===== src/rtl/core/tte_pkg.sv =====
// Shared types, command codes and character constants of the terminal escape engine.
package tte_pkg;

    typedef enum logic [1:0] {
        MODE_NORMAL,
        MODE_ESCAPE,
        MODE_COLLECT
    } t_mode;

    typedef enum logic [1:0] {
        PCMD_NORMAL,
        PCMD_SETCOLOR,
        PCMD_REVERSE,
        PCMD_ADDRESS
    } t_pcmd;

    typedef enum logic [3:0] {
        ACT_NONE,
        ACT_PRINT,
        ACT_PAD,
        ACT_UP,
        ACT_UP_SCROLL,
        ACT_DOWN,
        ACT_DOWN_SCROLL,
        ACT_CLEAR,
        ACT_EOL,
        ACT_SHIFT
    } t_act;

    typedef enum logic [4:0] {
        OP_NOP,
        OP_LOAD,
        OP_DECODE,
        OP_TAB_RD_CUR,
        OP_PAD_LD,
        OP_PAD_STEP,
        OP_LEN_WR,
        OP_PRINT,
        OP_ROW_INC,
        OP_ROW_DEC,
        OP_SH_START,
        OP_SH_RD0,
        OP_SH_SAVE,
        OP_SH_SRC_RD,
        OP_SH_MV,
        OP_SH_PUT,
        OP_CLR,
        OP_EOL,
        OP_RD_TAB,
        OP_RD_CELL,
        OP_OUT_LOAD
    } t_op;

    typedef enum logic [4:0] {
        S_IDLE,
        S_DECODE,
        S_MOVE,
        S_PAD_RD,
        S_PAD_LD,
        S_PAD,
        S_PRINT_LEN,
        S_SH_RD0,
        S_SH_SAVE,
        S_SH_CHK,
        S_SH_MV,
        S_CLR,
        S_EOL,
        S_RD_TAB,
        S_RD_CELL,
        S_RD_OUT
    } t_state;

    typedef struct packed {
        t_op  op;
        logic sh_del;
    } t_dp_cmd;

    typedef struct packed {
        logic func;
        t_act act;
        logic pad_more;
        logic wrap;
        logic at_top;
        logic at_bottom;
        logic sh_end;
        logic clr_end;
        logic out_free;
    } t_dp_sts;

    typedef struct packed {
        logic [6:0] read_char;
        logic [2:0] read_color;
        logic [5:0] cursor_row;
        logic [6:0] cursor_col;
        logic [2:0] current_color;
        logic [2:0] foreground;
        logic [2:0] background;
        logic [2:0] reverse_color;
        logic [2:0] cursor_color;
        logic       keypad_mode;
        logic       bell;
        logic       scrolled;
    } t_result;

    localparam logic CFG_COLUMNS = 1'b0;
    localparam logic CFG_ROWS    = 1'b1;

    localparam logic FUNC_FEED = 1'b0;

    localparam logic [6:0] CH_BEL   = 7'h07;
    localparam logic [6:0] CH_BS    = 7'h08;
    localparam logic [6:0] CH_TAB   = 7'h09;
    localparam logic [6:0] CH_LF    = 7'h0a;
    localparam logic [6:0] CH_CR    = 7'h0d;
    localparam logic [6:0] CH_ESC   = 7'h1b;
    localparam logic [6:0] CH_SPACE = 7'h20;
    localparam logic [6:0] CH_DEL   = 7'h7f;

    localparam logic [6:0] ESC_NORMAL_CLR = 7'h30;
    localparam logic [6:0] ESC_SET_CLR    = 7'h37;
    localparam logic [6:0] ESC_REVERSE    = 7'h39;
    localparam logic [6:0] ESC_KEYPAD_ON  = 7'h3b;
    localparam logic [6:0] ESC_KEYPAD_OFF = 7'h3e;
    localparam logic [6:0] ESC_UP         = 7'h41;
    localparam logic [6:0] ESC_DOWN       = 7'h42;
    localparam logic [6:0] ESC_RIGHT      = 7'h43;
    localparam logic [6:0] ESC_LEFT       = 7'h44;
    localparam logic [6:0] ESC_HOME       = 7'h48;
    localparam logic [6:0] ESC_REV_INDEX  = 7'h49;
    localparam logic [6:0] ESC_CLR_EOS    = 7'h4a;
    localparam logic [6:0] ESC_CLR_EOL    = 7'h4b;
    localparam logic [6:0] ESC_INS_LINE   = 7'h4c;
    localparam logic [6:0] ESC_DEL_LINE   = 7'h4d;
    localparam logic [6:0] ESC_ADDRESS    = 7'h59;
    localparam logic [6:0] ESC_CLR_PAGE   = 7'h76;

    localparam logic [6:0] SEL_FG_UC  = 7'h46;
    localparam logic [6:0] SEL_FG_LC  = 7'h66;
    localparam logic [6:0] SEL_BG_UC  = 7'h42;
    localparam logic [6:0] SEL_BG_LC  = 7'h62;
    localparam logic [6:0] SEL_REV_UC = 7'h52;
    localparam logic [6:0] SEL_REV_LC = 7'h72;
    localparam logic [6:0] SEL_CUR_UC = 7'h43;
    localparam logic [6:0] SEL_CUR_LC = 7'h63;

    localparam logic [2:0] RST_CUR_CLR = 3'd7;
    localparam logic [2:0] RST_FG      = 3'd7;
    localparam logic [2:0] RST_BG      = 3'd0;
    localparam logic [2:0] RST_REV     = 3'd5;
    localparam logic [2:0] RST_CURSOR  = 3'd7;

    localparam logic [7:0] RST_COLUMNS = 8'd80;
    localparam logic [6:0] RST_ROWS    = 7'd48;

endpackage


===== src/rtl/core/tte_ctrl.sv =====
// Sequencing state machine of the terminal escape engine.
module tte_ctrl
    import tte_pkg::*;
(
    input  logic     i_clk,
    input  logic     i_rst_n,
    input  logic     i_in_valid,
    output logic     o_in_ready,
    input  t_dp_sts  i_sts,
    output t_dp_cmd  o_cmd
);

    t_state r_state, n_state;
    logic   r_print, n_print;
    logic   r_up, n_up;
    logic   r_mv_scroll, n_mv_scroll;

    always_ff @(posedge i_clk) begin
        if (!i_rst_n) begin
            r_state     <= S_IDLE;
            r_print     <= 1'b0;
            r_up        <= 1'b0;
            r_mv_scroll <= 1'b0;
        end else begin
            r_state     <= n_state;
            r_print     <= n_print;
            r_up        <= n_up;
            r_mv_scroll <= n_mv_scroll;
        end
    end

    assign o_in_ready = (r_state == S_IDLE);

    always_comb begin
        n_state      = r_state;
        n_print      = r_print;
        n_up         = r_up;
        n_mv_scroll  = r_mv_scroll;
        o_cmd.op     = OP_NOP;
        o_cmd.sh_del = 1'b0;
        unique case (r_state)
            S_IDLE: begin
                if (i_in_valid) begin
                    o_cmd.op = OP_LOAD;
                    n_state  = S_DECODE;
                end
            end
            S_DECODE: begin
                if (i_sts.func != FUNC_FEED) begin
                    n_state = S_RD_TAB;
                end else begin
                    o_cmd.op = OP_DECODE;
                    case (i_sts.act) inside
                        ACT_PRINT: begin
                            n_print = 1'b1;
                            n_state = S_PAD_RD;
                        end
                        ACT_PAD: begin
                            n_print = 1'b0;
                            n_state = S_PAD_RD;
                        end
                        ACT_UP, ACT_UP_SCROLL: begin
                            n_up        = 1'b1;
                            n_mv_scroll = (i_sts.act == ACT_UP_SCROLL);
                            n_state     = S_MOVE;
                        end
                        ACT_DOWN, ACT_DOWN_SCROLL: begin
                            n_up        = 1'b0;
                            n_mv_scroll = (i_sts.act == ACT_DOWN_SCROLL);
                            n_state     = S_MOVE;
                        end
                        ACT_CLEAR: n_state = S_CLR;
                        ACT_EOL:   n_state = S_EOL;
                        ACT_SHIFT: n_state = S_SH_RD0;
                        default:   n_state = S_RD_TAB;
                    endcase
                end
            end
            S_MOVE: begin
                n_print = 1'b0;
                if (r_up ? i_sts.at_top : i_sts.at_bottom) begin
                    if (r_mv_scroll) begin
                        o_cmd.op     = OP_SH_START;
                        o_cmd.sh_del = !r_up;
                        n_state      = S_SH_RD0;
                    end else begin
                        n_state = S_RD_TAB;
                    end
                end else begin
                    o_cmd.op = r_up ? OP_ROW_DEC : OP_ROW_INC;
                    n_state  = S_PAD_RD;
                end
            end
            S_PAD_RD: begin
                o_cmd.op = OP_TAB_RD_CUR;
                n_state  = S_PAD_LD;
            end
            S_PAD_LD: begin
                o_cmd.op = OP_PAD_LD;
                n_state  = S_PAD;
            end
            S_PAD: begin
                if (i_sts.pad_more) begin
                    o_cmd.op = OP_PAD_STEP;
                end else if (r_print) begin
                    o_cmd.op = OP_PRINT;
                    n_state  = S_PRINT_LEN;
                end else begin
                    o_cmd.op = OP_LEN_WR;
                    n_state  = S_RD_TAB;
                end
            end
            S_PRINT_LEN: begin
                o_cmd.op = OP_LEN_WR;
                if (i_sts.wrap) begin
                    n_up        = 1'b0;
                    n_mv_scroll = 1'b1;
                    n_state     = S_MOVE;
                end else begin
                    n_state = S_RD_TAB;
                end
            end
            S_SH_RD0: begin
                o_cmd.op = OP_SH_RD0;
                n_state  = S_SH_SAVE;
            end
            S_SH_SAVE: begin
                o_cmd.op = OP_SH_SAVE;
                n_state  = S_SH_CHK;
            end
            S_SH_CHK: begin
                n_print = 1'b0;
                if (i_sts.sh_end) begin
                    o_cmd.op = OP_SH_PUT;
                    n_state  = S_PAD_RD;
                end else begin
                    o_cmd.op = OP_SH_SRC_RD;
                    n_state  = S_SH_MV;
                end
            end
            S_SH_MV: begin
                o_cmd.op = OP_SH_MV;
                n_state  = S_SH_CHK;
            end
            S_CLR: begin
                o_cmd.op = OP_CLR;
                if (i_sts.clr_end) begin
                    n_state = S_RD_TAB;
                end
            end
            S_EOL: begin
                o_cmd.op = OP_EOL;
                n_state  = S_RD_TAB;
            end
            S_RD_TAB: begin
                o_cmd.op = OP_RD_TAB;
                n_state  = S_RD_CELL;
            end
            S_RD_CELL: begin
                o_cmd.op = OP_RD_CELL;
                n_state  = S_RD_OUT;
            end
            S_RD_OUT: begin
                if (i_sts.out_free) begin
                    o_cmd.op = OP_OUT_LOAD;
                    n_state  = S_IDLE;
                end
            end
            default: n_state = S_IDLE;
        endcase
    end

endmodule


===== config.mk =====
export PLATFORM = sky130hd
export DESIGN_NAME = tte_ctrl
export DESIGN_NICKNAME = d
export VERILOG_FILES = /design/src/rtl/core/tte_pkg.sv /design/src/rtl/core/tte_ctrl.sv
export SDC_FILE = /design/constraint.sdc
export NUM_CORES = 1
export LEC_CHECK = 0
export ABC_CLOCK_PERIOD_IN_PS = 1950
export BUFFER_PORTS_ARGS = -buffer_cell sky130_fd_sc_hd__buf_2
export CAP_MARGIN = 20
export CELL_PAD_IN_SITES_DETAIL_PLACEMENT = 1
export CELL_PAD_IN_SITES_GLOBAL_PLACEMENT = 2
export CORE_UTILIZATION = 25
export CTS_CLUSTER_DIAMETER = 30
export DETAILED_ROUTE_END_ITERATION = 7
export GPL_TIMING_DRIVEN = 0
export MAX_ROUTING_LAYER = met4
export PLACE_DENSITY = 0.68
export SYNTH_ARGS = -nofsm -noshare
export SYNTH_HDL_FRONTEND = slang
export SYNTH_SLANG_ARGS = --single-unit

===== constraint.sdc =====
create_clock -name i_clk -period 1.95 [get_ports i_clk]
set_clock_uncertainty 0.15 [all_clocks]
set_input_delay 0.195 -clock i_clk [delete_from_list [all_inputs] [get_ports i_clk]]
set_output_delay 0.195 -clock i_clk [all_outputs]
set_load 0.02 [all_outputs]

==> flow_summary.toml <==
[pwr]
finalPower_uw = 2110
power_density_nw_per_um2 = 1410
clockPowerShare = 0.098
leakagePower_uw = 0.000583
power.share.combinational = 0.768
ir_worst_vdd_v = 0.000445
power_switching_uw = 1010
p_int_uw = 1100
swShare = 0.479
p_seq_frac = 0.135

[logic_synthesis]
synth_top_cell_by_area = "dfxtp_1"
ys.flop_type = "dfxtp_1"
synth_area_leaders = "dfxtp_1, a21oi_1, o21ai_0"
synth.distinct_cells = 54
synth_warnings = 0
synth_top_area_frac = 0.132
synth.cell_area_um2 = 1060
synth-edff-count = 0
ys_ff_latch = 7
synth.net_count = 164
synthTopCellsByCount = "a21oi_1, o21ai_0, nand2_1"
async_reset_ff_frac = 0
syn-instance-count = 149
synth_seq_area_share = 0.132
avgSynthCellArea_um2 = 7.14

[grt]
grt_max_degree = 11
grt_pass1_vias = 1317
track_usage = 0.191
grt_first_pass_wirelength_mm = 6.38
antenna_found_initial = 0
grt_remaining_overflow = 0

[placed_design]
dpl_cell_area_um2 = 1230
place.gp.congestion = 0.794
dp_hpwl_mm = 2.92
io_buffers = 20

[cts]
clockRootBuffer = "clkbuf_8"
h-tree-depth = 1
cts_tree = "yes"
insertion_delay_ps = 230
clk_pin_slew_worst_paths_ps = 40
ctsLongestPathBuffers = 2
cts_made_buffers = 3
cts.sinks = 7

[worst_setup_path]
path_class = "flip-flop to output pin"
worstPathArrival_ps = 1570
crit_required_ps = 1600
start_kind = "flip-flop"
end_kind = "output pin"
cp_max_fo = 10

[detailed_routing]
remaining_drc_errors = 0
antenna_left = 0
vias = 1298
dr.pass1.iters = 4
wirelength_mm = 3.86
routed_via_density = 5.62
drt_iter0_markers = 80
avgRoutedWirePerCell_um = 16.7

[sta]
fmax_mhz = 521
slew_headroom = 0.696
final_hold_viol_count = 0
worst_slew_pin_slew_ps = 455
final.min_clock_period_ps = 1920
min_period_over_period = 0.984
setup_viol = 0
slew_violations = 0
grt_setup_unrepaired = "true"

[finish]
fillers = 522
antenna_cells = 0
layout.area.seq_um2 = 153
final_area_um2 = 1500
fin_nets = 197
multi_input_area_um2 = 926
syn_to_final_growth_pct = 40.6
drive_above_1_share = 0.392

[floorplan]
placeableCoreArea_um2 = 4030
die_w_um = 67.2
ios = 22
die-area_um2 = 4520
start_util = 0.264
num_rows = 23
die_h_um = 67.2

[job]
cap_violations = 0

[run_status]
status = "finished clean"

[min_path]
min-delay-path-class = "input pin to flip-flop"
-- path summary, 6_finish.rpt --
kind | cells past startpoint | endpoint | startpoint | slack [ps]
worst max-delay path | 6 | o_cmd[5] | r_state[0] | 30
worst min register to register | 2 | r_up | r_up | 410
worst min-delay path | 2 | r_state[2] | i_rst_n | 110
worst max register to register | 7 | r_state[0] | r_state[3] | 70
-- placed cells by master, fill, tap and decap left out, drive strengths merged, types with 4 or more instances in the layout --
master  netlist  final
inv           4      4
nand2        11     11
o21ai        13     13
nor3          5      5
a21oi        12     12
o211ai        4      4
nand2b        7      7
nor2b         7      7
clkbuf        4      8
nor2          9      9
buf          10     38
dfxtp         7      7
-- metal layers --
layer  GRT usage  share of wire  vias to the layer above
met3      0.0186          0.033                        4
met5           -              0                        -
met1       0.252           0.45                      641
met4      0.0452         0.0073                        0
li1            -              -                      623
met2       0.311           0.51                       30
-- flip-flops by register name, indices dropped and copies added (netlist names) --
name,count
r_up,1
r_mv_scroll,1
r_state,4
r_print,1
-- timing repair --
item,CTS,global route
pin swaps,7,5
cloned,0,0
hold buffers,0,0
resized for setup,31,17
setup buffers,7,2
setup endpoints to repair,11,11
-- worst max-delay path: stages, from the launching register on --
cell and delay [ps]:
dfxtp_4 360, buf_6 120, clkbuf_8 160, nand2_1 100
or3_1 320, o211a_1 130, buf_2 150
-- cells by family (layout without fill, tap and decap cells) --
logic type / after synthesis / after routing / share of synthesized area
muxes: 1 / 1 / 0.00941
DFF: 7 / 7 / 0.132
xor gates and xnor gates: 2 / 2 / 0.0165
AOI/OAI and AO/OA: 59 / 59 / 0.396
buffers and inverters: 18 / 50 / 0.0882
and+or+nand+nor: 62 / 62 / 0.358
-- power groups by stage --
stage	Sequential (µW)	Clock, µW	Combinational [µW]
final	284	206	1620
after global routing	290	222	1760
after CTS	272	212	1500
after detailed placement	260	0	1300
after global placement	263	0	1300
after floorplan	230	0	978
-- per-stage QoR --
step	cells	worst slack [ps]	hold WS (ps)	utilization	TNS, ps
after floorplan	149	107	163	-	0
final	231	31.0	109	0.371	0
after global routing	231	-65.2	117	0.371	-149
after detailed placement	219	-158	353	0.306	-557
after CTS	230	4.79	103	0.355	0
after global placement	219	-177	348	0.306	-709
-- layout make-up --
cell class / count / area share
multi-input cells: 124 / 0.619
flip-flops and latches: 7 / 0.102
inverters: 4 / 0.0100
plain buffers: 13 / 0.0812
well taps: 50 / 0.0418
repair buffers: 29 / 0.115
clock buffers: 4 / 0.0301
(Power assumes the default switching activity.)
